===== src/design/tbps_pkg.sv =====
// ============================================================================
// tbps_pkg: shared types and constants of the token bucket packet shaper
// Widths, queue sizing, result kinds, register indexes and controller states.
// ============================================================================
package tbps_pkg;

    localparam int QUEUE_DEPTH = 32;
    localparam int QIDX_W      = $clog2(QUEUE_DEPTH);
    localparam int QCNT_W      = $clog2(QUEUE_DEPTH + 1);

    localparam int RATE_W = 20;
    localparam int ELAP_W = 20;
    localparam int LEN_W  = 16;
    localparam int TAG_W  = 16;
    localparam int KIND_W = 2;
    localparam int BKT_W  = 40;
    localparam int NEED_W = 29;

    localparam int UNITS_PER_BYTE = 8000;
    localparam int CAP_PER_KBPS   = 1000000;
    localparam int HALF_PER_KBPS  = 500000;

    localparam logic [RATE_W-1:0] RATE_RESET = RATE_W'(1000);
    localparam logic [BKT_W-1:0]  BKT_RESET  = BKT_W'(500000000);

    localparam logic [KIND_W-1:0] KIND_RELEASED = 2'd0;
    localparam logic [KIND_W-1:0] KIND_PASSED   = 2'd1;
    localparam logic [KIND_W-1:0] KIND_DROPPED  = 2'd2;

    localparam logic CMD_PACKET = 1'b0;
    localparam logic CMD_POLL   = 1'b1;

    localparam logic [1:0] REG_RATE      = 2'd0;
    localparam logic [1:0] REG_ENABLE    = 2'd1;
    localparam logic [1:0] REG_SHAPE_IN  = 2'd2;
    localparam logic [1:0] REG_SHAPE_OUT = 2'd3;

    typedef enum logic [2:0] {
        S_IDLE,
        S_REFILL,
        S_CLASS,
        S_RD,
        S_NEED,
        S_CHK,
        S_END
    } t_state;

    typedef struct packed {
        logic [RATE_W-1:0] rate_kbps;
        logic              enable;
        logic              shape_in;
        logic              shape_out;
    } t_cfg;

    // controller -> datapath
    typedef struct packed {
        logic              load_in;
        logic              refill;
        logic              set_pend;
        logic [KIND_W-1:0] pend_kind;
        logic              enq;
        logic              rd_head;
        logic              calc_need;
        logic              release_head;
        logic              push_last;
    } t_dp_cmd;

    // datapath -> controller
    typedef struct packed {
        logic cmd;
        logic enable;
        logic shaped;
        logic full;
        logic empty;
        logic fits;
        logic pend_v;
        logic out_free;
    } t_dp_stat;

endpackage


===== src/design/tbps_dp.sv =====
// ============================================================================
// tbps_dp: shaper datapath
// Bucket arithmetic, packet queue memory, pending result and output register.
// ============================================================================
module tbps_dp (
    input  logic                          i_clk,
    input  logic                          i_rst_n,
    input  tbps_pkg::t_cfg                i_cfg,
    input  logic                          i_bkt_load,
    input  logic                          i_cmd,
    input  logic [tbps_pkg::ELAP_W-1:0]   i_elapsed,
    input  logic                          i_outbound,
    input  logic [tbps_pkg::LEN_W-1:0]    i_len,
    input  logic [tbps_pkg::TAG_W-1:0]    i_tag,
    input  tbps_pkg::t_dp_cmd             i_ctl,
    output tbps_pkg::t_dp_stat            o_stat,
    input  logic                          i_out_ready,
    output logic                          o_out_valid,
    output logic [tbps_pkg::KIND_W-1:0]   o_out_kind,
    output logic [tbps_pkg::TAG_W-1:0]    o_out_tag,
    output logic [tbps_pkg::LEN_W-1:0]    o_out_len,
    output logic                          o_out_last
);

    localparam int BW = tbps_pkg::BKT_W;

    // latched item
    logic                        r_cmd;
    logic                        r_outb;
    logic [tbps_pkg::LEN_W-1:0]  r_len;
    logic [tbps_pkg::TAG_W-1:0]  r_tag;
    logic [BW-1:0]               r_prod;
    logic [BW-1:0]               r_cap;

    logic [BW-1:0]               r_bucket;
    logic [tbps_pkg::NEED_W-1:0] r_need;

    // queue
    logic [tbps_pkg::TAG_W+tbps_pkg::LEN_W-1:0] r_mem [tbps_pkg::QUEUE_DEPTH];
    logic [tbps_pkg::QIDX_W-1:0] r_head;
    logic [tbps_pkg::QCNT_W-1:0] r_count;
    logic [tbps_pkg::TAG_W-1:0]  r_rd_tag;
    logic [tbps_pkg::LEN_W-1:0]  r_rd_len;

    // pending result and output stage
    logic                        r_pend_v;
    logic [tbps_pkg::KIND_W-1:0] r_pend_kind;
    logic [tbps_pkg::TAG_W-1:0]  r_pend_tag;
    logic [tbps_pkg::LEN_W-1:0]  r_pend_len;
    logic                        r_out_v;
    logic [tbps_pkg::KIND_W-1:0] r_out_kind;
    logic [tbps_pkg::TAG_W-1:0]  r_out_tag;
    logic [tbps_pkg::LEN_W-1:0]  r_out_len;
    logic                        r_out_last;

    logic [BW:0]                 w_sum;
    logic [BW-1:0]               w_clip;
    logic [BW-1:0]               w_half;
    logic [tbps_pkg::QCNT_W:0]   w_tail_sum;
    logic [tbps_pkg::QCNT_W:0]   w_tail_wrap;
    logic [tbps_pkg::QIDX_W-1:0] w_tail;
    logic                        w_out_free;
    logic                        w_out_load;

    assign w_sum  = {1'b0, r_bucket} + {1'b0, r_prod};
    assign w_clip = (w_sum > {1'b0, r_cap}) ? r_cap : w_sum[BW-1:0];
    assign w_half = BW'(i_cfg.rate_kbps) * BW'(tbps_pkg::HALF_PER_KBPS);

    assign w_tail_sum  = (tbps_pkg::QCNT_W+1)'(r_head) + (tbps_pkg::QCNT_W+1)'(r_count);
    assign w_tail_wrap = (w_tail_sum >= (tbps_pkg::QCNT_W+1)'(tbps_pkg::QUEUE_DEPTH))
                       ? w_tail_sum - (tbps_pkg::QCNT_W+1)'(tbps_pkg::QUEUE_DEPTH)
                       : w_tail_sum;
    assign w_tail      = w_tail_wrap[tbps_pkg::QIDX_W-1:0];

    assign w_out_free = !r_out_v || i_out_ready;
    assign w_out_load = r_pend_v && (i_ctl.release_head || i_ctl.push_last);

    always_comb begin
        o_stat.cmd      = r_cmd;
        o_stat.enable   = i_cfg.enable;
        o_stat.shaped   = r_outb ? i_cfg.shape_out : i_cfg.shape_in;
        o_stat.full     = (r_count == tbps_pkg::QCNT_W'(tbps_pkg::QUEUE_DEPTH));
        o_stat.empty    = (r_count == '0);
        o_stat.fits     = (r_bucket >= BW'(r_need));
        o_stat.pend_v   = r_pend_v;
        o_stat.out_free = w_out_free;
    end

    // item capture, the two refill products and the token need
    always_ff @(posedge i_clk) begin
        if (i_ctl.load_in) begin
            r_cmd  <= i_cmd;
            r_outb <= i_outbound;
            r_len  <= i_len;
            r_tag  <= i_tag;
            r_prod <= BW'(i_cfg.rate_kbps) * BW'(i_elapsed);
            r_cap  <= BW'(i_cfg.rate_kbps) * BW'(tbps_pkg::CAP_PER_KBPS);
        end
        if (i_ctl.calc_need) begin
            r_need <= tbps_pkg::NEED_W'(r_rd_len) *
                      tbps_pkg::NEED_W'(tbps_pkg::UNITS_PER_BYTE);
        end
    end

    always_ff @(posedge i_clk) begin
        if (!i_rst_n) begin
            r_bucket <= tbps_pkg::BKT_RESET;
        end else if (i_bkt_load) begin
            r_bucket <= w_half;
        end else if (i_ctl.refill) begin
            r_bucket <= w_clip;
        end else if (i_ctl.release_head && i_cfg.enable) begin
            r_bucket <= r_bucket - BW'(r_need);
        end
    end

    // queue memory
    always_ff @(posedge i_clk) begin
        if (i_ctl.enq) begin
            r_mem[w_tail] <= {r_tag, r_len};
        end
        if (i_ctl.rd_head) begin
            {r_rd_tag, r_rd_len} <= r_mem[r_head];
        end
    end

    always_ff @(posedge i_clk) begin
        if (!i_rst_n) begin
            r_head  <= '0;
            r_count <= '0;
        end else if (i_ctl.enq) begin
            r_count <= r_count + 1'b1;
        end else if (i_ctl.release_head) begin
            r_head  <= (r_head == tbps_pkg::QIDX_W'(tbps_pkg::QUEUE_DEPTH - 1))
                     ? '0 : r_head + 1'b1;
            r_count <= r_count - 1'b1;
        end
    end

    // pending result: held until it is known whether another result follows
    always_ff @(posedge i_clk) begin
        if (!i_rst_n) begin
            r_pend_v <= 1'b0;
        end else if (i_ctl.set_pend || i_ctl.release_head) begin
            r_pend_v <= 1'b1;
        end else if (i_ctl.push_last) begin
            r_pend_v <= 1'b0;
        end
    end

    always_ff @(posedge i_clk) begin
        if (i_ctl.set_pend) begin
            r_pend_kind <= i_ctl.pend_kind;
            r_pend_tag  <= r_tag;
            r_pend_len  <= r_len;
        end else if (i_ctl.release_head) begin
            r_pend_kind <= tbps_pkg::KIND_RELEASED;
            r_pend_tag  <= r_rd_tag;
            r_pend_len  <= r_rd_len;
        end
    end

    always_ff @(posedge i_clk) begin
        if (!i_rst_n) begin
            r_out_v <= 1'b0;
        end else if (w_out_load) begin
            r_out_v <= 1'b1;
        end else if (i_out_ready) begin
            r_out_v <= 1'b0;
        end
    end

    always_ff @(posedge i_clk) begin
        if (w_out_load) begin
            r_out_kind <= r_pend_kind;
            r_out_tag  <= r_pend_tag;
            r_out_len  <= r_pend_len;
            r_out_last <= i_ctl.push_last;
        end
    end

    assign o_out_valid = r_out_v;
    assign o_out_kind  = r_out_kind;
    assign o_out_tag   = r_out_tag;
    assign o_out_len   = r_out_len;
    assign o_out_last  = r_out_last;

endmodule


===== src/design/tbps_ctrl.sv =====
// ============================================================================
// tbps_ctrl: shaper sequencer
// Steps one item through refill, classification and the queue drain loop.
// ============================================================================
module tbps_ctrl (
    input  logic                 i_clk,
    input  logic                 i_rst_n,
    input  logic                 i_in_valid,
    output logic                 o_in_ready,
    input  tbps_pkg::t_dp_stat   i_stat,
    output tbps_pkg::t_dp_cmd    o_ctl
);

    tbps_pkg::t_state r_state;
    tbps_pkg::t_state n_state;

    always_ff @(posedge i_clk) begin
        if (!i_rst_n) begin
            r_state <= tbps_pkg::S_IDLE;
        end else begin
            r_state <= n_state;
        end
    end

    always_comb begin
        n_state    = r_state;
        o_in_ready = 1'b0;
        o_ctl      = '0;
        unique case (r_state)
            tbps_pkg::S_IDLE: begin
                o_in_ready = 1'b1;
                if (i_in_valid) begin
                    o_ctl.load_in = 1'b1;
                    n_state       = tbps_pkg::S_REFILL;
                end
            end
            tbps_pkg::S_REFILL: begin
                o_ctl.refill = 1'b1;
                n_state      = tbps_pkg::S_CLASS;
            end
            tbps_pkg::S_CLASS: begin
                if (i_stat.cmd == tbps_pkg::CMD_POLL) begin
                    n_state = tbps_pkg::S_RD;
                end else if (!i_stat.enable || !i_stat.shaped) begin
                    o_ctl.set_pend  = 1'b1;
                    o_ctl.pend_kind = tbps_pkg::KIND_PASSED;
                    n_state = i_stat.enable ? tbps_pkg::S_RD : tbps_pkg::S_END;
                end else if (i_stat.full) begin
                    o_ctl.set_pend  = 1'b1;
                    o_ctl.pend_kind = tbps_pkg::KIND_DROPPED;
                    n_state         = tbps_pkg::S_RD;
                end else begin
                    o_ctl.enq = 1'b1;
                    n_state   = tbps_pkg::S_RD;
                end
            end
            tbps_pkg::S_RD: begin
                if (i_stat.empty) begin
                    n_state = tbps_pkg::S_END;
                end else begin
                    o_ctl.rd_head = 1'b1;
                    n_state       = tbps_pkg::S_NEED;
                end
            end
            tbps_pkg::S_NEED: begin
                o_ctl.calc_need = 1'b1;
                n_state         = tbps_pkg::S_CHK;
            end
            tbps_pkg::S_CHK: begin
                if (i_stat.fits || !i_stat.enable) begin
                    if (!i_stat.pend_v || i_stat.out_free) begin
                        o_ctl.release_head = 1'b1;
                        n_state            = tbps_pkg::S_RD;
                    end
                end else begin
                    n_state = tbps_pkg::S_END;
                end
            end
            tbps_pkg::S_END: begin
                if (!i_stat.pend_v) begin
                    n_state = tbps_pkg::S_IDLE;
                end else if (i_stat.out_free) begin
                    o_ctl.push_last = 1'b1;
                    n_state         = tbps_pkg::S_IDLE;
                end
            end
            default: begin
                n_state = tbps_pkg::S_IDLE;
            end
        endcase
    end

endmodule


===== src/design/token_bucket_packet_shaper_core.sv =====
// ============================================================================
// token_bucket_packet_shaper_core: token bucket shaper with packet queue
// Refills a bucket in 1/8000-byte units, queues shaped packets and releases
// the queue head while it fits the bucket or when disabled; APB-style config.
// ============================================================================
//
//  channel   dir  handshake                 payload
//  -------   ---  ------------------------  --------------------------------
//  s_axis    in   s_axis_tvalid/tready      tdata: elapsed_us, outbound,
//                                           pkt_length, pkt_tag; tuser: cmd
//  m_axis    out  m_axis_tvalid/tready      tdata: out_tag, out_length;
//                                           tuser: kind; tlast: last
//  apb       in   psel & penable & pwrite   paddr 4*index, pwdata, prdata
//
//  Steps: accept, refill, classify and a closing cycle; the drain reads each
//  head, works out its token need and compares, released or not; a read that
//  finds the queue dry ends it; a packet while disabled skips the drain.
//  Reset: synchronous active-low; queue empty, bucket at 500000000 units,
//  rate 1000, disabled, both directions shaped.
//  Stalls: a result waits in a pending stage until its last flag is known;
//  the drain loop and the closing cycle hold while the output register is busy.
//
module token_bucket_packet_shaper_core (
    input  logic        i_clk,
    input  logic        i_rst_n,
    // stream in
    input  logic        s_axis_tvalid,
    output logic        s_axis_tready,
    input  logic [55:0] s_axis_tdata,   // [19:0] elapsed_us, [20] outbound,
                                        // [36:21] pkt_length, [52:37] pkt_tag,
                                        // [55:53] zero
    input  logic [0:0]  s_axis_tuser,   // [0] cmd
    // stream out
    output logic        m_axis_tvalid,
    input  logic        m_axis_tready,
    output logic [31:0] m_axis_tdata,   // [15:0] out_tag, [31:16] out_length
    output logic [1:0]  m_axis_tuser,   // [1:0] kind
    output logic        m_axis_tlast,
    // configuration
    input  logic        psel,
    input  logic        penable,
    input  logic        pwrite,
    input  logic [3:0]  paddr,
    input  logic [31:0] pwdata,
    output logic [31:0] prdata,
    output logic        pready
);

    tbps_pkg::t_cfg     r_cfg;
    tbps_pkg::t_dp_cmd  w_ctl;
    tbps_pkg::t_dp_stat w_stat;

    logic       w_wr;
    logic [1:0] w_idx;
    logic       w_bkt_load;

    logic [tbps_pkg::KIND_W-1:0] w_kind;
    logic [tbps_pkg::TAG_W-1:0]  w_tag;
    logic [tbps_pkg::LEN_W-1:0]  w_len;

    // register index from the word address
    assign w_idx      = paddr[3:2];
    assign w_wr       = psel && penable && pwrite;
    assign pready     = 1'b1;
    // writing 1 to the enable register reloads the bucket to half capacity
    assign w_bkt_load = w_wr && (w_idx == tbps_pkg::REG_ENABLE) && pwdata[0];

    always_ff @(posedge i_clk) begin
        if (!i_rst_n) begin
            r_cfg.rate_kbps <= tbps_pkg::RATE_RESET;
            r_cfg.enable    <= 1'b0;
            r_cfg.shape_in  <= 1'b1;
            r_cfg.shape_out <= 1'b1;
        end else if (w_wr) begin
            unique case (w_idx)
                tbps_pkg::REG_RATE:      r_cfg.rate_kbps <= pwdata[tbps_pkg::RATE_W-1:0];
                tbps_pkg::REG_ENABLE:    r_cfg.enable    <= pwdata[0];
                tbps_pkg::REG_SHAPE_IN:  r_cfg.shape_in  <= pwdata[0];
                tbps_pkg::REG_SHAPE_OUT: r_cfg.shape_out <= pwdata[0];
                default: ;
            endcase
        end
    end

    // read back
    always_comb begin
        prdata = '0;
        unique case (w_idx)
            tbps_pkg::REG_RATE:      prdata = 32'(r_cfg.rate_kbps);
            tbps_pkg::REG_ENABLE:    prdata = 32'(r_cfg.enable);
            tbps_pkg::REG_SHAPE_IN:  prdata = 32'(r_cfg.shape_in);
            tbps_pkg::REG_SHAPE_OUT: prdata = 32'(r_cfg.shape_out);
            default:                 prdata = '0;
        endcase
    end

    tbps_ctrl u_ctrl (
        .i_clk      (i_clk),
        .i_rst_n    (i_rst_n),
        .i_in_valid (s_axis_tvalid),
        .o_in_ready (s_axis_tready),
        .i_stat     (w_stat),
        .o_ctl      (w_ctl)
    );

    tbps_dp u_dp (
        .i_clk       (i_clk),
        .i_rst_n     (i_rst_n),
        .i_cfg       (r_cfg),
        .i_bkt_load  (w_bkt_load),
        .i_cmd       (s_axis_tuser[0]),
        .i_elapsed   (s_axis_tdata[19:0]),
        .i_outbound  (s_axis_tdata[20]),
        .i_len       (s_axis_tdata[36:21]),
        .i_tag       (s_axis_tdata[52:37]),
        .i_ctl       (w_ctl),
        .o_stat      (w_stat),
        .i_out_ready (m_axis_tready),
        .o_out_valid (m_axis_tvalid),
        .o_out_kind  (w_kind),
        .o_out_tag   (w_tag),
        .o_out_len   (w_len),
        .o_out_last  (m_axis_tlast)
    );

    assign m_axis_tdata = {w_len, w_tag};
    assign m_axis_tuser = w_kind;

endmodule

===== config.mk =====
export PLATFORM = sky130hd
export DESIGN_NAME = token_bucket_packet_shaper_core
export DESIGN_NICKNAME = d
export VERILOG_FILES = /design/src/design/tbps_pkg.sv /design/src/design/tbps_dp.sv /design/src/design/tbps_ctrl.sv /design/src/design/token_bucket_packet_shaper_core.sv
export SDC_FILE = /design/constraint.sdc
export NUM_CORES = 2
export LEC_CHECK = 0
export BUFFER_PORTS_ARGS = -buffer_cell sky130_fd_sc_hd__buf_2
export CAP_MARGIN = 40
export CORE_MARGIN = 2
export CORE_UTILIZATION = 61
export DETAILED_ROUTE_END_ITERATION = 8
export GPL_TIMING_DRIVEN = 0
export PLACE_DENSITY = 0.86
export SLEW_MARGIN = 5
export SYNTH_ARGS = -nofsm -noshare
export SYNTH_HDL_FRONTEND = slang
export SYNTH_SLANG_ARGS = --single-unit
export TNS_END_PERCENT = 50

===== constraint.sdc =====
create_clock -name i_clk -period 17 [get_ports i_clk]
set_clock_uncertainty 0.15 [all_clocks]
set_input_delay 4.25 -clock i_clk [delete_from_list [all_inputs] [get_ports i_clk]]
set_output_delay 4.25 -clock i_clk [all_outputs]
set_load 0.1 [all_outputs]

==> flow_summary.ini <==
[sta]
clock.fmax_mhz = 85.25
setup_tns_ns = 0
post-route-period-util_pct = 69.00
rsz0062_at_grt = no
hold_violations = 0
worst_pin_slew_ns = 1.322
setup_slack_ns = 5.269
hold_slack_ns = 0.2699
relSlewSlack_pct = 11.86
slew_viol_final = 0
min_period_ns = 11.73
setup_viol = 0

[power]
p_leak_nw = 32.80
combPwrFrac_pct = 32.2
ir_drop_v = 0.0002673
swShare_pct = 34.90
power_frac_seq_pct = 38.0
intPower_mw = 6.739
p_switching_mw = 3.613
powerDensity_nw_per_um2 = 120.8
p_clk_share_pct = 29.8

[run_status]
status = complete, no violations

[worst_setup_path]
cp.arrival_ns = 12.18
ff2ff_path_depth = 26
ff2ff_setup_slack_ns = 7.76
regToRegStartpoint = r_cfg[13]
crit_path_end = u_dp.r_prod[37]
path_max_fanout = 10
worstSetupEndpointType = flip-flop
r2r_end = u_dp.r_prod[37]
crit_required_ns = 17.45
crit_start = s_axis_tdata[4]
path_class = input port to flip-flop
start_kind = input port

[clocking]
cts.sinks = 1335
cts_tree = done
cts.repair.resized = 0
cts-root-buf = clkbuf_16
cts_buffers = 135
cts_hold_buffers = 0
post-cts-setup-buffers = 0
cts_buffer_depth = 3
clk_pin_slew_ns = 0.07
insertion_delay_ns = 0.80
htreeDepth = 4

[synthesis]
synth_common_cells = edfxtp_1, inv_1, fa_1, ha_1, nand2_1
synth_cells = 5332
ys_warn_count = 0
yosysMostFrequentCell = edfxtp_1
synthArstFlopShare_pct = 0
synth_largest_area_cell = edfxtp_1
synth_edf_count = 1256
ys_types = 92
yosys_register_bits = 1335
syn_avg_cell_area_um2 = 14.20
netlist_area_um2 = 75740
synth_area_leaders = edfxtp_1, fa_1, mux4_2
netlist.area_leader.share_pct = 49.80
synth_ff_type = edfxtp_1
synth_seq_area_share_pct = 51.89

[final_layout]
drive_gt1_share_pct = 16.19
nets = 6728
fillCellCount = 7736
final_core_util_pct = 69.40
syn_to_final_growth_pct = 13.15
register_area_um2 = 39300
multi_input_area_um2 = 33240

[floorplanning]
dieWidth_um = 356.4
fp.dieArea_um2 = 127000
ios = 170
start_util_pct = 61.34
rows = 129
die_y_um = 356.4
coreArea_um2 = 123500

[placement]
place_congestion = 1.030
dpl.hpwl_um = 168500
place_ws_ns = 4.729
io_buffers = 119

[run]
cap_violations = 0

[grt]
grt_max_degree = 44
grt_pass1_vias = 51650
grt-ovfl-total = 0
grt_pass1_wl_um = 362200
antenna_found_initial = 21
track_usage_pct = 40.80

[hold_path]
worstHoldPathType = flip-flop to flip-flop

[route]
wl_per_cell_um = 35.61
drc_errors = 0
drt_first_pass_iters = 9
routed_wl_um = 267100
drt_iter0_markers = 8676
via_count = 52340
viasPerCell = 6.978
final_antenna_net_count = 0
stage by stage:
| stage | instance area, um2 | instances | total power, mW |
|---|---|---|---|
| final | 85700 | 7501 | 10.35 |
| after CTS | 84820 | 7445 | 10.20 |
| after global placement | 78420 | 7099 | 7.110 |
| after floorplan | 75780 | 5343 | 6.232 |
| after detailed placement | 80480 | 7201 | 7.202 |
| after global routing | 85670 | 7492 | 10.75 |
sequential cells by signal (all words and copies together), names as in the netlist, 2 cells and up, named ones only:
name,flops
u_dp.r_len,16
u_dp.r_pend_tag,16
u_dp.r_bucket,35
u_ctrl.r_state,3
u_dp.o_out_tag,16
u_dp.r_tag,16
u_dp.o_out_kind,2
u_dp.r_head,5
u_dp.r_pend_len,16
u_dp.r_pend_kind,2
u_dp.o_out_len,16
u_dp.r_prod,40
r_cfg,23
u_dp.r_rd_tag,16
u_dp.r_cap,34
u_dp.r_mem,1024
u_dp.r_need,23
u_dp.r_rd_len,16
u_dp.r_count,6
metal layers:
| metal | routed length, um | vias up | part of all wire [%] | global-route usage, % |
|---|---|---|---|---|
| met4 | 27320 | 24 | 10 | 31.25 |
| met2 | 121600 | 5180 | 46 | 63.16 |
| met1 | 81180 | 25510 | 30 | 47.56 |
| met3 | 36830 | 1569 | 14 | 13.21 |
| met5 | 215 | - | 0.080 | 0.1852 |
| li1 | - | 20060 | - | - |
power groups by stage:
stage / clock network, mW / logic, mW / registers, mW
2_1_floorplan: 0 / 2.28 / 3.95
3_3_place_gp: 0 / 3.07 / 4.04
3_5_place_dp: 0 / 3.17 / 4.03
4_1_cts: 3.03 / 3.21 / 3.96
5_1_grt: 3.16 / 3.66 / 3.93
6_report: 3.08 / 3.34 / 3.93
placed cells by master, fill, tap and decap left out, types with 35 or more instances in the layout:
| cell | Yosys | routed |
|---|---|---|
| clkbuf_16 | 0 | 139 |
| edfxtp_1 | 1256 | 1256 |
| buf_16 | 0 | 39 |
| fa_1 | 453 | 453 |
| a21o_1 | 51 | 51 |
| mux4_2 | 321 | 321 |
| nor2_1 | 181 | 147 |
| inv_1 | 668 | 668 |
| nand2_1 | 356 | 355 |
| buf_6 | 4 | 47 |
| xnor2_1 | 99 | 99 |
| clkinv_1 | 2 | 35 |
| dfxtp_1 | 79 | 79 |
| o21ai_0 | 101 | 101 |
| buf_2 | 8 | 131 |
| nand3_1 | 63 | 63 |
| a21oi_1 | 208 | 208 |
| and2_1 | 236 | 235 |
| nor3_1 | 59 | 59 |
| xor2_1 | 49 | 49 |
| clkbuf_1 | 187 | 208 |
| ha_1 | 427 | 427 |
| mux2_2 | 66 | 66 |
cell type report:
cell class | count | area share, %
antenna | 9 | 0.02628
buffer | 239 | 1.158
clock buffer | 162 | 4.158
clock inverter | 82 | 0.9125
inverter | 670 | 2.935
multi-input combinational | 3099 | 38.79
sequential | 1335 | 45.86
tap | 1637 | 2.390
timing repair buffer | 268 | 3.774
how the worst min path moves through the flow:
| stage | from | slack, ns | to | depth (start not counted) |
|---|---|---|---|---|
| 4_1_cts | u_dp.r_pend_tag[5] | 0.25 | u_dp.o_out_tag[5] | 0 |
| 3_5_place_dp | u_dp.r_pend_len[8] | 0.25 | u_dp.o_out_len[8] | 0 |
| 2_1_floorplan | u_dp.r_pend_kind[0] | 0.25 | u_dp.o_out_kind[0] | 0 |
| 6_report | u_dp.r_pend_tag[8] | 0.27 | u_dp.o_out_tag[8] | 0 |
| 5_1_grt | u_dp.r_pend_len[9] | 0.27 | u_dp.o_out_len[9] | 0 |
| 3_3_place_gp | u_dp.r_pend_len[8] | 0.25 | u_dp.o_out_len[8] | 0 |
critical path: stages:
cell and delay, ns:
clkbuf_1 0.51, and2_1 0.24, fa_1 0.44, fa_1 0.51
inv_1 0.05, fa_1 0.47, inv_1 0.05, fa_1 0.49
inv_1 0.05, fa_1 0.54, inv_1 0.05, fa_1 0.48
inv_1 0.05, fa_1 0.47, inv_1 0.05, ha_1 0.37
nand4_1 0.20, nor3_1 0.25, o311ai_0 0.26, a21boi_0 0.81
o21ai_0 0.27, a31oi_1 0.33, o311ai_1 0.19, a21boi_0 0.36
o21ai_0 0.17, a21oi_1 0.25
kinds of logic (layout without fill, tap and decap cells):
logic type,Yosys count,count (layout),synth area share [%]
buf+inv,909,1421,4.629
simple gates,1040,1040,6.762
xor+xnor,148,148,1.711
other cells,2,22,0.009916
mux,398,398,10.69
flops,1335,1335,51.89
fa+ha+maj,880,880,19.03
compound gates,620,620,5.285
Power figures use the tool's default switching activity.
